$ cat src/rtl/ovd_pkg.sv
// Shared constants and a helper function for the octant downsample pipeline.
package ovd_pkg;

    localparam int CHANNEL_BITS_DEF = 4;
    localparam int NUM_CHILDREN     = 8;
    localparam int NUM_RGB          = 3;
    localparam int FACES_PER_CHILD  = 3;
    localparam int FACE_MASK_W      = NUM_CHILDREN * FACES_PER_CHILD;
    // Weight of one child is 0..3, the face total is 0..24.
    localparam int WEIGHT_W         = 2;
    localparam int TOTAL_W          = 5;
    // Extra bits above a channel for one weighted product and for the sum of eight.
    localparam int PROD_EXTRA       = 2;
    localparam int SUM_EXTRA        = 5;

    localparam int CH_RED   = 0;
    localparam int CH_GREEN = 1;
    localparam int CH_BLUE  = 2;

    // Number of set bits in a three-bit face group.
    function automatic logic [WEIGHT_W-1:0] pop3(input logic [FACES_PER_CHILD-1:0] v);
        logic [WEIGHT_W-1:0] s;
        s = {1'b0, v[0]} + {1'b0, v[1]} + {1'b0, v[2]};
        return s;
    endfunction

endpackage

$ cat src/rtl/ovd_in_if.sv
// Request channel carrying one 2x2x2 block of child voxels.
interface ovd_in_if
    import ovd_pkg::*;
#(
    parameter int CHANNEL_BITS = CHANNEL_BITS_DEF
);
    logic                         valid;
    logic                         ready;
    logic [3*CHANNEL_BITS-1:0]    child_colour_0;
    logic [3*CHANNEL_BITS-1:0]    child_colour_1;
    logic [3*CHANNEL_BITS-1:0]    child_colour_2;
    logic [3*CHANNEL_BITS-1:0]    child_colour_3;
    logic [3*CHANNEL_BITS-1:0]    child_colour_4;
    logic [3*CHANNEL_BITS-1:0]    child_colour_5;
    logic [3*CHANNEL_BITS-1:0]    child_colour_6;
    logic [3*CHANNEL_BITS-1:0]    child_colour_7;
    logic [NUM_CHILDREN-1:0]      solid_mask;
    logic [FACE_MASK_W-1:0]       open_face_mask;

    modport source
    (
        output valid,
        output child_colour_0, child_colour_1, child_colour_2, child_colour_3,
        output child_colour_4, child_colour_5, child_colour_6, child_colour_7,
        output solid_mask, open_face_mask,
        input  ready
    );

    modport sink
    (
        input  valid,
        input  child_colour_0, child_colour_1, child_colour_2, child_colour_3,
        input  child_colour_4, child_colour_5, child_colour_6, child_colour_7,
        input  solid_mask, open_face_mask,
        output ready
    );
endinterface

$ cat src/rtl/ovd_out_if.sv
// Result channel carrying one coarse voxel.
interface ovd_out_if
    import ovd_pkg::*;
#(
    parameter int CHANNEL_BITS = CHANNEL_BITS_DEF
);
    logic                    valid;
    logic                    ready;
    logic [CHANNEL_BITS-1:0] out_red;
    logic [CHANNEL_BITS-1:0] out_green;
    logic [CHANNEL_BITS-1:0] out_blue;
    logic [CHANNEL_BITS-1:0] out_alpha;

    modport source
    (
        output valid, out_red, out_green, out_blue, out_alpha,
        input  ready
    );

    modport sink
    (
        input  valid, out_red, out_green, out_blue, out_alpha,
        output ready
    );
endinterface

$ cat src/rtl/voxel_octant_face_weighted_downsample.sv
// Top level of the octant downsampler: weighting, divider and output register.
//
// Takes one 2x2x2 block of child voxels per request and returns one coarse voxel per
// request, in order. A block whose eight children are all solid yields the average
// child colour weighted by each child's count of exposed outer faces (truncated, a
// face total of zero counts as one) with full alpha; any other block yields all
// zeros. The pipeline accepts one request per clock while the output is not stalled:
// two stages form the weighted products and sums, the divider spends one stage per
// quotient bit (CHANNEL_BITS stages), and a final output register holds the result.
// Backpressure stalls only stages that hold data, so bubbles are squeezed out while
// the output waits.
module voxel_octant_face_weighted_downsample
    import ovd_pkg::*;
#(
    parameter int CHANNEL_BITS = CHANNEL_BITS_DEF
)
(
    input  logic        clk,
    input  logic        rst_n,
    ovd_in_if.sink      voxels,
    ovd_out_if.source   result
);

    localparam int SW = CHANNEL_BITS + SUM_EXTRA;

    logic                    acc_valid;
    logic                    acc_ready;
    logic [SW-1:0]           acc_sum [NUM_RGB];
    logic [TOTAL_W-1:0]      acc_total;
    logic                    acc_solid;

    logic                    div_valid;
    logic                    div_ready;
    logic [CHANNEL_BITS-1:0] div_q [NUM_RGB];
    logic                    div_solid;

    logic                    out_valid_reg;
    logic [CHANNEL_BITS-1:0] red_reg;
    logic [CHANNEL_BITS-1:0] green_reg;
    logic [CHANNEL_BITS-1:0] blue_reg;
    logic [CHANNEL_BITS-1:0] alpha_reg;

    ovd_accum #(
        .CHANNEL_BITS (CHANNEL_BITS)
    ) u_accum (
        .clk    (clk),
        .rst_n  (rst_n),
        .voxels (voxels),
        .valid  (acc_valid),
        .ready  (acc_ready),
        .sum    (acc_sum),
        .total  (acc_total),
        .solid  (acc_solid)
    );

    ovd_divide #(
        .CHANNEL_BITS (CHANNEL_BITS)
    ) u_divide (
        .clk       (clk),
        .rst_n     (rst_n),
        .in_valid  (acc_valid),
        .in_ready  (acc_ready),
        .sum       (acc_sum),
        .total     (acc_total),
        .solid     (acc_solid),
        .out_valid (div_valid),
        .out_ready (div_ready),
        .quotient  (div_q),
        .out_solid (div_solid)
    );

    assign div_ready = !out_valid_reg || result.ready;

    always_ff @(posedge clk or negedge rst_n)
    begin
        if (!rst_n)
        begin
            out_valid_reg <= 1'b0;
        end
        else if (div_ready)
        begin
            out_valid_reg <= div_valid;
        end
    end

    // A block that is not fully solid gives zeros whatever the divider produced.
    always_ff @(posedge clk)
    begin
        if (div_valid && div_ready)
        begin
            red_reg   <= div_solid ? div_q[CH_RED]   : '0;
            green_reg <= div_solid ? div_q[CH_GREEN] : '0;
            blue_reg  <= div_solid ? div_q[CH_BLUE]  : '0;
            alpha_reg <= {CHANNEL_BITS{div_solid}};
        end
    end

    assign result.valid     = out_valid_reg;
    assign result.out_red   = red_reg;
    assign result.out_green = green_reg;
    assign result.out_blue  = blue_reg;
    assign result.out_alpha = alpha_reg;

`ifndef SYNTHESIS
    a_alpha_levels: assert property (@(posedge clk) disable iff (!rst_n)
        out_valid_reg |-> (alpha_reg == '0 || alpha_reg == '1))
        else $error("alpha is neither transparent nor full scale");

    a_empty_is_black: assert property (@(posedge clk) disable iff (!rst_n)
        (out_valid_reg && alpha_reg == '0) |->
            (red_reg == '0 && green_reg == '0 && blue_reg == '0))
        else $error("transparent result carries a colour");

    a_stall_only_when_full: assert property (@(posedge clk) disable iff (!rst_n)
        !voxels.ready |-> (out_valid_reg && !result.ready))
        else $error("input stalled while the output was free");
`endif

endmodule

$ cat src/rtl/ovd_accum.sv
// Two pipeline stages: per-child face weighting, then the weighted sums and face total.
module ovd_accum
    import ovd_pkg::*;
#(
    parameter int CHANNEL_BITS = CHANNEL_BITS_DEF
)
(
    input  logic                                       clk,
    input  logic                                       rst_n,
    ovd_in_if.sink                                     voxels,
    output logic                                       valid,
    input  logic                                       ready,
    output logic [CHANNEL_BITS+SUM_EXTRA-1:0]          sum [NUM_RGB],
    output logic [TOTAL_W-1:0]                         total,
    output logic                                       solid
);

    localparam int PW = CHANNEL_BITS + PROD_EXTRA;
    localparam int SW = CHANNEL_BITS + SUM_EXTRA;

    logic [3*CHANNEL_BITS-1:0] colour [NUM_CHILDREN];

    logic                valid_a_reg;
    logic                solid_a_reg;
    logic [PW-1:0]       prod_reg [NUM_CHILDREN][NUM_RGB];
    logic [PW-1:0]       prod_next [NUM_CHILDREN][NUM_RGB];
    logic [WEIGHT_W-1:0] weight_reg [NUM_CHILDREN];
    logic [WEIGHT_W-1:0] weight_next [NUM_CHILDREN];

    logic                valid_b_reg;
    logic                solid_b_reg;
    logic [SW-1:0]       sum_reg [NUM_RGB];
    logic [SW-1:0]       sum_next [NUM_RGB];
    logic [TOTAL_W-1:0]  total_reg;
    logic [TOTAL_W-1:0]  total_next;

    logic                rdy_a;
    logic                rdy_b;

    assign colour[0] = voxels.child_colour_0;
    assign colour[1] = voxels.child_colour_1;
    assign colour[2] = voxels.child_colour_2;
    assign colour[3] = voxels.child_colour_3;
    assign colour[4] = voxels.child_colour_4;
    assign colour[5] = voxels.child_colour_5;
    assign colour[6] = voxels.child_colour_6;
    assign colour[7] = voxels.child_colour_7;

    assign rdy_b        = !valid_b_reg || ready;
    assign rdy_a        = !valid_a_reg || rdy_b;
    assign voxels.ready = rdy_a;

    // Weight 0..3 times a channel is at most two shifted adds.
    always_comb
    begin
        logic [CHANNEL_BITS-1:0] ch;
        for (int i = 0; i < NUM_CHILDREN; i++)
        begin
            weight_next[i] = pop3(voxels.open_face_mask[FACES_PER_CHILD*i +: FACES_PER_CHILD]);
            for (int c = 0; c < NUM_RGB; c++)
            begin
                ch = colour[i][CHANNEL_BITS*(NUM_RGB-1-c) +: CHANNEL_BITS];
                prod_next[i][c] = ({2'b00, ch} & {PW{weight_next[i][0]}})
                                + ({1'b0, ch, 1'b0} & {PW{weight_next[i][1]}});
            end
        end
    end

    always_comb
    begin
        logic [TOTAL_W-1:0] t;
        t = '0;
        for (int c = 0; c < NUM_RGB; c++)
        begin
            sum_next[c] = '0;
        end
        for (int i = 0; i < NUM_CHILDREN; i++)
        begin
            t = t + TOTAL_W'(weight_reg[i]);
            for (int c = 0; c < NUM_RGB; c++)
            begin
                sum_next[c] = sum_next[c] + SW'(prod_reg[i][c]);
            end
        end
        // A block with no exposed face divides by one.
        total_next = (t == '0) ? TOTAL_W'(1) : t;
    end

    always_ff @(posedge clk or negedge rst_n)
    begin
        if (!rst_n)
        begin
            valid_a_reg <= 1'b0;
            valid_b_reg <= 1'b0;
        end
        else
        begin
            if (rdy_a)
            begin
                valid_a_reg <= voxels.valid;
            end
            if (rdy_b)
            begin
                valid_b_reg <= valid_a_reg;
            end
        end
    end

    always_ff @(posedge clk)
    begin
        if (voxels.valid && rdy_a)
        begin
            solid_a_reg <= &voxels.solid_mask;
            prod_reg    <= prod_next;
            weight_reg  <= weight_next;
        end
        if (valid_a_reg && rdy_b)
        begin
            solid_b_reg <= solid_a_reg;
            sum_reg     <= sum_next;
            total_reg   <= total_next;
        end
    end

    assign valid = valid_b_reg;
    assign sum   = sum_reg;
    assign total = total_reg;
    assign solid = solid_b_reg;

`ifndef SYNTHESIS
    a_total_nonzero: assert property (@(posedge clk) disable iff (!rst_n)
        valid_b_reg |-> total_reg != '0)
        else $error("face total reached the divider as zero");

    a_total_range: assert property (@(posedge clk) disable iff (!rst_n)
        valid_b_reg |-> total_reg <= TOTAL_W'(FACE_MASK_W))
        else $error("face total exceeds the number of outer faces");
`endif

endmodule

$ cat src/rtl/ovd_divide.sv
// Pipelined restoring divider: one quotient bit per stage for all three channels.
module ovd_divide
    import ovd_pkg::*;
#(
    parameter int CHANNEL_BITS = CHANNEL_BITS_DEF
)
(
    input  logic                                clk,
    input  logic                                rst_n,
    input  logic                                in_valid,
    output logic                                in_ready,
    input  logic [CHANNEL_BITS+SUM_EXTRA-1:0]   sum [NUM_RGB],
    input  logic [TOTAL_W-1:0]                  total,
    input  logic                                solid,
    output logic                                out_valid,
    input  logic                                out_ready,
    output logic [CHANNEL_BITS-1:0]             quotient [NUM_RGB],
    output logic                                out_solid
);

    localparam int SW = CHANNEL_BITS + SUM_EXTRA;
    localparam int NS = CHANNEL_BITS;

    logic                    valid_reg [NS];
    logic                    solid_reg [NS];
    logic [TOTAL_W-1:0]      total_reg [NS];
    logic [SW-1:0]           rem_reg   [NS][NUM_RGB];
    logic [CHANNEL_BITS-1:0] q_reg     [NS][NUM_RGB];
    logic                    rdy       [NS+1];

    assign rdy[NS]  = out_ready;
    assign in_ready = rdy[0];

    // The quotient never exceeds the channel range, so the first stage tests the top
    // quotient bit and each later stage the next one down.
    for (genvar k = 0; k < NS; k++)
    begin : g_stage
        localparam int B = NS - 1 - k;

        logic                    src_valid;
        logic                    src_solid;
        logic [TOTAL_W-1:0]      src_total;
        logic [SW-1:0]           src_rem [NUM_RGB];
        logic [CHANNEL_BITS-1:0] src_q   [NUM_RGB];
        logic [SW:0]             divisor;
        logic [SW-1:0]           rem_next [NUM_RGB];
        logic [CHANNEL_BITS-1:0] q_next   [NUM_RGB];

        if (k == 0)
        begin : g_first
            assign src_valid = in_valid;
            assign src_solid = solid;
            assign src_total = total;
            for (genvar c = 0; c < NUM_RGB; c++)
            begin : g_ch
                assign src_rem[c] = sum[c];
                assign src_q[c]   = '0;
            end
        end
        else
        begin : g_rest
            assign src_valid = valid_reg[k-1];
            assign src_solid = solid_reg[k-1];
            assign src_total = total_reg[k-1];
            for (genvar c = 0; c < NUM_RGB; c++)
            begin : g_ch
                assign src_rem[c] = rem_reg[k-1][c];
                assign src_q[c]   = q_reg[k-1][c];
            end
        end

        assign rdy[k]  = !valid_reg[k] || rdy[k+1];
        assign divisor = (SW+1)'(src_total) << B;

        always_comb
        begin
            logic [SW:0] diff;
            for (int c = 0; c < NUM_RGB; c++)
            begin
                diff = {1'b0, src_rem[c]} - divisor;
                if ({1'b0, src_rem[c]} >= divisor)
                begin
                    rem_next[c] = diff[SW-1:0];
                    q_next[c]   = src_q[c] | (CHANNEL_BITS'(1) << B);
                end
                else
                begin
                    rem_next[c] = src_rem[c];
                    q_next[c]   = src_q[c];
                end
            end
        end

        always_ff @(posedge clk or negedge rst_n)
        begin
            if (!rst_n)
            begin
                valid_reg[k] <= 1'b0;
            end
            else if (rdy[k])
            begin
                valid_reg[k] <= src_valid;
            end
        end

        always_ff @(posedge clk)
        begin
            if (src_valid && rdy[k])
            begin
                solid_reg[k] <= src_solid;
                total_reg[k] <= src_total;
                rem_reg[k]   <= rem_next;
                q_reg[k]     <= q_next;
            end
        end
    end

    assign out_valid = valid_reg[NS-1];
    assign out_solid = solid_reg[NS-1];
    assign quotient  = q_reg[NS-1];

endmodule

$ cat src/flat_wrapper.sv
// flat-port wrapper written by rule: the top's interface ports become plain ports
module voxel_octant_face_weighted_downsample_flat import ovd_pkg::*;
#(
    parameter int CHANNEL_BITS = CHANNEL_BITS_DEF
)
  (clk, rst_n, voxels_valid, voxels_child_colour_0, voxels_child_colour_1, voxels_child_colour_2, voxels_child_colour_3, voxels_child_colour_4, voxels_child_colour_5, voxels_child_colour_6, voxels_child_colour_7, voxels_solid_mask, voxels_open_face_mask, voxels_ready, result_valid, result_out_red, result_out_green, result_out_blue, result_out_alpha, result_ready);
  ovd_in_if #(.CHANNEL_BITS(CHANNEL_BITS)) voxels_i ();
  ovd_out_if #(.CHANNEL_BITS(CHANNEL_BITS)) result_i ();
  input  logic clk;
  input  logic rst_n;
  input wire logic [$bits(voxels_i.valid)-1:0] voxels_valid;
  input wire logic [$bits(voxels_i.child_colour_0)-1:0] voxels_child_colour_0;
  input wire logic [$bits(voxels_i.child_colour_1)-1:0] voxels_child_colour_1;
  input wire logic [$bits(voxels_i.child_colour_2)-1:0] voxels_child_colour_2;
  input wire logic [$bits(voxels_i.child_colour_3)-1:0] voxels_child_colour_3;
  input wire logic [$bits(voxels_i.child_colour_4)-1:0] voxels_child_colour_4;
  input wire logic [$bits(voxels_i.child_colour_5)-1:0] voxels_child_colour_5;
  input wire logic [$bits(voxels_i.child_colour_6)-1:0] voxels_child_colour_6;
  input wire logic [$bits(voxels_i.child_colour_7)-1:0] voxels_child_colour_7;
  input wire logic [$bits(voxels_i.solid_mask)-1:0] voxels_solid_mask;
  input wire logic [$bits(voxels_i.open_face_mask)-1:0] voxels_open_face_mask;
  output wire logic [$bits(voxels_i.ready)-1:0] voxels_ready;
  output wire logic [$bits(result_i.valid)-1:0] result_valid;
  output wire logic [$bits(result_i.out_red)-1:0] result_out_red;
  output wire logic [$bits(result_i.out_green)-1:0] result_out_green;
  output wire logic [$bits(result_i.out_blue)-1:0] result_out_blue;
  output wire logic [$bits(result_i.out_alpha)-1:0] result_out_alpha;
  input wire logic [$bits(result_i.ready)-1:0] result_ready;
  assign voxels_i.valid = voxels_valid;
  assign voxels_i.child_colour_0 = voxels_child_colour_0;
  assign voxels_i.child_colour_1 = voxels_child_colour_1;
  assign voxels_i.child_colour_2 = voxels_child_colour_2;
  assign voxels_i.child_colour_3 = voxels_child_colour_3;
  assign voxels_i.child_colour_4 = voxels_child_colour_4;
  assign voxels_i.child_colour_5 = voxels_child_colour_5;
  assign voxels_i.child_colour_6 = voxels_child_colour_6;
  assign voxels_i.child_colour_7 = voxels_child_colour_7;
  assign voxels_i.solid_mask = voxels_solid_mask;
  assign voxels_i.open_face_mask = voxels_open_face_mask;
  assign voxels_ready = voxels_i.ready;
  assign result_valid = result_i.valid;
  assign result_out_red = result_i.out_red;
  assign result_out_green = result_i.out_green;
  assign result_out_blue = result_i.out_blue;
  assign result_out_alpha = result_i.out_alpha;
  assign result_i.ready = result_ready;
  voxel_octant_face_weighted_downsample #(.CHANNEL_BITS(CHANNEL_BITS)) u_core (.clk(clk), .rst_n(rst_n), .voxels(voxels_i), .result(result_i));
endmodule
$ cat config.mk
export PLATFORM = sky130hd
export DESIGN_NAME = voxel_octant_face_weighted_downsample_flat
export DESIGN_NICKNAME = d
export VERILOG_FILES = /design/src/rtl/ovd_pkg.sv /design/src/rtl/ovd_in_if.sv /design/src/rtl/ovd_out_if.sv /design/src/rtl/voxel_octant_face_weighted_downsample.sv /design/src/rtl/ovd_accum.sv /design/src/rtl/ovd_divide.sv /design/src/flat_wrapper.sv
export SDC_FILE = /design/constraint.sdc
export NUM_CORES = 1
export LEC_CHECK = 0
export BUFFER_PORTS_ARGS = -buffer_cell sky130_fd_sc_hd__clkbuf_2
export CELL_PAD_IN_SITES_DETAIL_PLACEMENT = 2
export CELL_PAD_IN_SITES_GLOBAL_PLACEMENT = 2
export CORE_AREA = 2 2 240 242
export CTS_BUF_LIST = sky130_fd_sc_hd__clkbuf_2 sky130_fd_sc_hd__clkbuf_4 sky130_fd_sc_hd__clkbuf_8
export CTS_CLUSTER_SIZE = 25
export DETAILED_ROUTE_END_ITERATION = 6
export DIE_AREA = 0 0 242 244
export PLACE_DENSITY_LB_ADDON = 0.1
export SLEW_MARGIN = 20
export SYNTH_ARGS = -nofsm -noshare
export SYNTH_HDL_FRONTEND = slang
export SYNTH_HIERARCHICAL = 1
export SYNTH_SLANG_ARGS = --single-unit
$ cat constraint.sdc
create_clock -name clk -period 5.35 [get_ports clk]
set_input_delay 1.07 -clock clk [delete_from_list [all_inputs] [get_ports clk]]
set_output_delay 1.07 -clock clk [all_outputs]
set_load 0.05 [all_outputs]
==> flow_metrics.env <==
export IMPL_hold_buffers=0
export IMPL_cpMostUsedCell="fa_1"
export IMPL_synth_xor_area_share_pct=3.42
export IMPL_fp_dieW_microns=242
export IMPL_syn_inst=1854
export IMPL_max_freq_mhz=238
export IMPL_path_class="flop to flop"
export IMPL_synth_simple_gate_area_share_pct=10.1
export IMPL_dieArea_sq_um=59000
export IMPL_leakage_nw=11.3
export IMPL_tightestPinTransition_ps=876
export IMPL_crit_chain="inv_1, fa_1, inv_1, fa_1, fa_1, inv_1, fa_1, inv_1, ha_1, fa_1, a211oi_1, nor2_1, o21ai_0, nand2b_1"
export IMPL_rsz0062_at_grt="false"
export IMPL_finClkSkew_ps=29.2
export IMPL_slowest_stage="fa_1"
export IMPL_clock_root_buffer="clkbuf_8"
export IMPL_totalWireLength_mm=51.3
export IMPL_synth_mux_area_share_pct=1.33
export IMPL_dp_hpwl_mm=41.6
export IMPL_num_rows=87
export IMPL_worstPathArrival_ps=4580
export IMPL_synth_area_leaders="edfxtp_1 46%, fa_1 14%, ha_1 9.4%"
export IMPL_htreeDepth=3
export IMPL_tns_ps=0
export IMPL_yosysTopAreaCell="edfxtp_1"
export IMPL_startpoint="u_core/u_accum/prod_reg[14]"
export IMPL_drt_pass1_iterations=4
export IMPL_start_util_pct=38.8
export IMPL_dp_cells=2736
export IMPL_worst_slack_ps=1150
export IMPL_finalSetupViolCount=0
export IMPL_power_density_nw_per_um2=600
export IMPL_synthAdderAreaFrac_pct=23.8
export IMPL_cp_start_kind="flop"
export IMPL_grt_pass1_wl_mm=82.6
export IMPL_ys_types=65
export IMPL_largest_register_ffs=144
export IMPL_grt_usage_pct=17.9
export IMPL_syn_num_nets=2307
export IMPL_die_y_microns=244
export IMPL_min_period_ps=4200
export IMPL_status="finished, final reports clean"
export IMPL_final_nets=2502
export IMPL_ys_seq_elements=344
export IMPL_reg2reg_slack_ps=1150
export IMPL_fin_cells=2849
export IMPL_synth_top_family_by_area="adder cells"
export IMPL_critPathCaptureType="flop"
export IMPL_grt_max_degree=91
export IMPL_io_pins=150
export IMPL_grt_ovfl_total=0
export IMPL_cp_slowest_stage_delay_ps=570
export IMPL_pre_cts_slack_ps=1090
export IMPL_synth_edf_count=337
export IMPL_vias=13466
export IMPL_min_path_type="input port to asynchronous set/reset pin"
export IMPL_post_drt_wl_per_cell_microns=18.0
export IMPL_cp_max_fo=3
export IMPL_postCtsSetupBuffers=0
export IMPL_portBuffers=149
export IMPL_fin_crit_sh_pct=78.5
export IMPL_antenna_found_initial=2
export IMPL_clk_pin_slew_ps=60
export IMPL_insertion_delay_ps=660
export IMPL_yosysSeqAreaShare_pct=47.2
export IMPL_cts_buffer_depth=3
export IMPL_ys_warn_count=6
export IMPL_drcViolationCount=0
export IMPL_hold_viol=0
export IMPL_drt_initial_drc_count=444
export IMPL_synth_area_per_cell_sq_um=11.8
export IMPL_hold_slack_ps=248
export IMPL_syn_to_final_growth_pct=13.1
export IMPL_synth_top_cell_area_share_pct=46.4
export IMPL_cts_resized=0
export IMPL_core_area_sq_um=56200
export IMPL_cts_sinks=344
export IMPL_p_total_mw=14.8
export IMPL_cp_required_ps=5730
export IMPL_ys_async_sr_fraction_pct=2.03
export IMPL_viasPerCell=4.73
export IMPL_synth_compound_area_share_pct=6.13
export IMPL_cts_tree="done"
export IMPL_drv_slew=0
export IMPL_critPathCapture="u_core/u_accum/sum[26]"
export IMPL_drv_cap=0
export IMPL_syn_area_sq_um=21800
export IMPL_cts_buffers=66
export IMPL_r2r_end="u_core/u_accum/sum[26]"
export IMPL_ir_drop_mv=0.365
export IMPL_r2r_start="u_core/u_accum/prod_reg[14]"
export IMPL_rr_worst_depth=14
export IMPL_grt_pass1_vias=15735
export IMPL_relSlewSlack_pct=41.3
export IMPL_drive_above_1_share_pct=13.6
export IMPL_postRouteAntennaNets=0
export IMPL_place_congestion=0.848
export IMPL_synth_ff_type="edfxtp_1"
[where the power goes]
group | total [mW] | internal, mW | switching, mW
combinational | 7.56 | 3.22 | 4.35
sequential | 4.76 | 4.36 | 0.402
clock | 2.46 | 1.32 | 1.15
[cell families after synthesis]
kind of cell | Yosys count
AOI/OAI and AO/OA | 214
xor gates and xnor gates | 85
adders and majority gates | 321
buffers and inverters | 454
DFF | 344
muxes | 27
and+or+nand+nor | 409
[critical path, delay by kind of cell (launching register included)]
kind | cells | cell delay, ps
adder cells (fa/ha/maj) | 6 | 2820
AO/OA/AOI/OAI | 2 | 390
flip-flops | 1 | 320
buffers and inverters | 4 | 230
AND/OR/NAND/NOR | 2 | 180
[per-layer routing]
metal	vias to the layer above	wire length, microns	track usage (%)
met2	214	26800	33.2
met1	6685	21300	20.5
met3	108	1420	3.13
met4	0	1850	7.06
li1	6459	-	-
met5	-	0	0
[cell usage after synthesis, types with 5 or more instances]
cell / count
inv_1: 422
edfxtp_1: 337
ha_1: 164
fa_1: 157
and2_1: 129
nand2_1: 103
a21oi_1: 71
nor2_1: 51
xnor2_1: 44
xor2_1: 41
a21o_1: 34
o21ai_1: 29
o21ai_0: 28
nor2b_1: 26
nand2b_1: 19
nor3_1: 19
mux2_1: 14
nand3_1: 13
mux2i_1: 11
clkbuf_1: 10
and2_2: 8
clkbuf_2: 8
a211oi_1: 7
dfrtp_1: 7
o211ai_1: 7
nand4_1: 6
nor4_1: 6
a21oi_2: 5
inv_2: 5
o21a_1: 5
[worst min path at each step]
stage	startpoint	to	slack, ps
6_report	rst_n	u_core/u_accum/valid_a_reg	250
5_1_grt	rst_n	u_core/u_accum/valid_a_reg	210
4_1_cts	rst_n	u_core/u_accum/valid_a_reg	190
3_5_place_dp	u_core/u_divide/q_reg[2][9]	u_core/u_divide/q_reg[3][9]	410
3_3_place_gp	u_core/u_accum/solid	u_core/u_divide/solid_reg[0]	400
2_1_floorplan	u_core/u_accum/solid_a_reg	u_core/u_accum/solid	400
[through the flow]
step                      instance area (sq um)  utilization [%]
after floorplan                           21800                -
after global placement                    23400             41.7
after detailed placement                  23400             41.7
after CTS                                 24600             43.8
after global routing                      24700             43.9
final                                     24700             43.9
[cell usage in the layout (no fill, tap or decap), types with 4 or more instances in the layout]
| cell type | n |
|---|---|
| a211oi_1 | 7 |
| a21o_1 | 34 |
| a21oi_1 | 71 |
| a21oi_2 | 5 |
| a31oi_1 | 4 |
| and2_1 | 126 |
| and2_2 | 10 |
| clkbuf_2 | 149 |
| clkbuf_4 | 14 |
| clkbuf_8 | 67 |
| clkinv_1 | 15 |
| clkinv_2 | 6 |
| dfrtp_1 | 7 |
| edfxtp_1 | 337 |
| fa_1 | 157 |
| ha_1 | 164 |
| inv_1 | 422 |
| inv_2 | 5 |
| mux2_1 | 14 |
| mux2i_1 | 11 |
| nand2_1 | 103 |
| nand2b_1 | 19 |
| nand3_1 | 13 |
| nand4_1 | 6 |
| nor2_1 | 51 |
| nor2b_1 | 25 |
| nor3_1 | 19 |
| nor4_1 | 6 |
| o211ai_1 | 7 |
| o21a_1 | 5 |
| o21ai_0 | 28 |
| o21ai_1 | 29 |
| or4_1 | 4 |
| xnor2_1 | 44 |
| xor2_1 | 41 |
[layout make-up]
cell class | count | area [sq um]
antenna | 3 | 7.51
clock buffer | 81 | 1030
clock inverter | 28 | 181
fill | 5809 | 31500
inverter | 427 | 1600
multi-input combinational | 1056 | 9780
sequential | 344 | 10300
tap | 756 | 946
timing repair buffer | 154 | 816
Power figures use the tool's default switching activity.
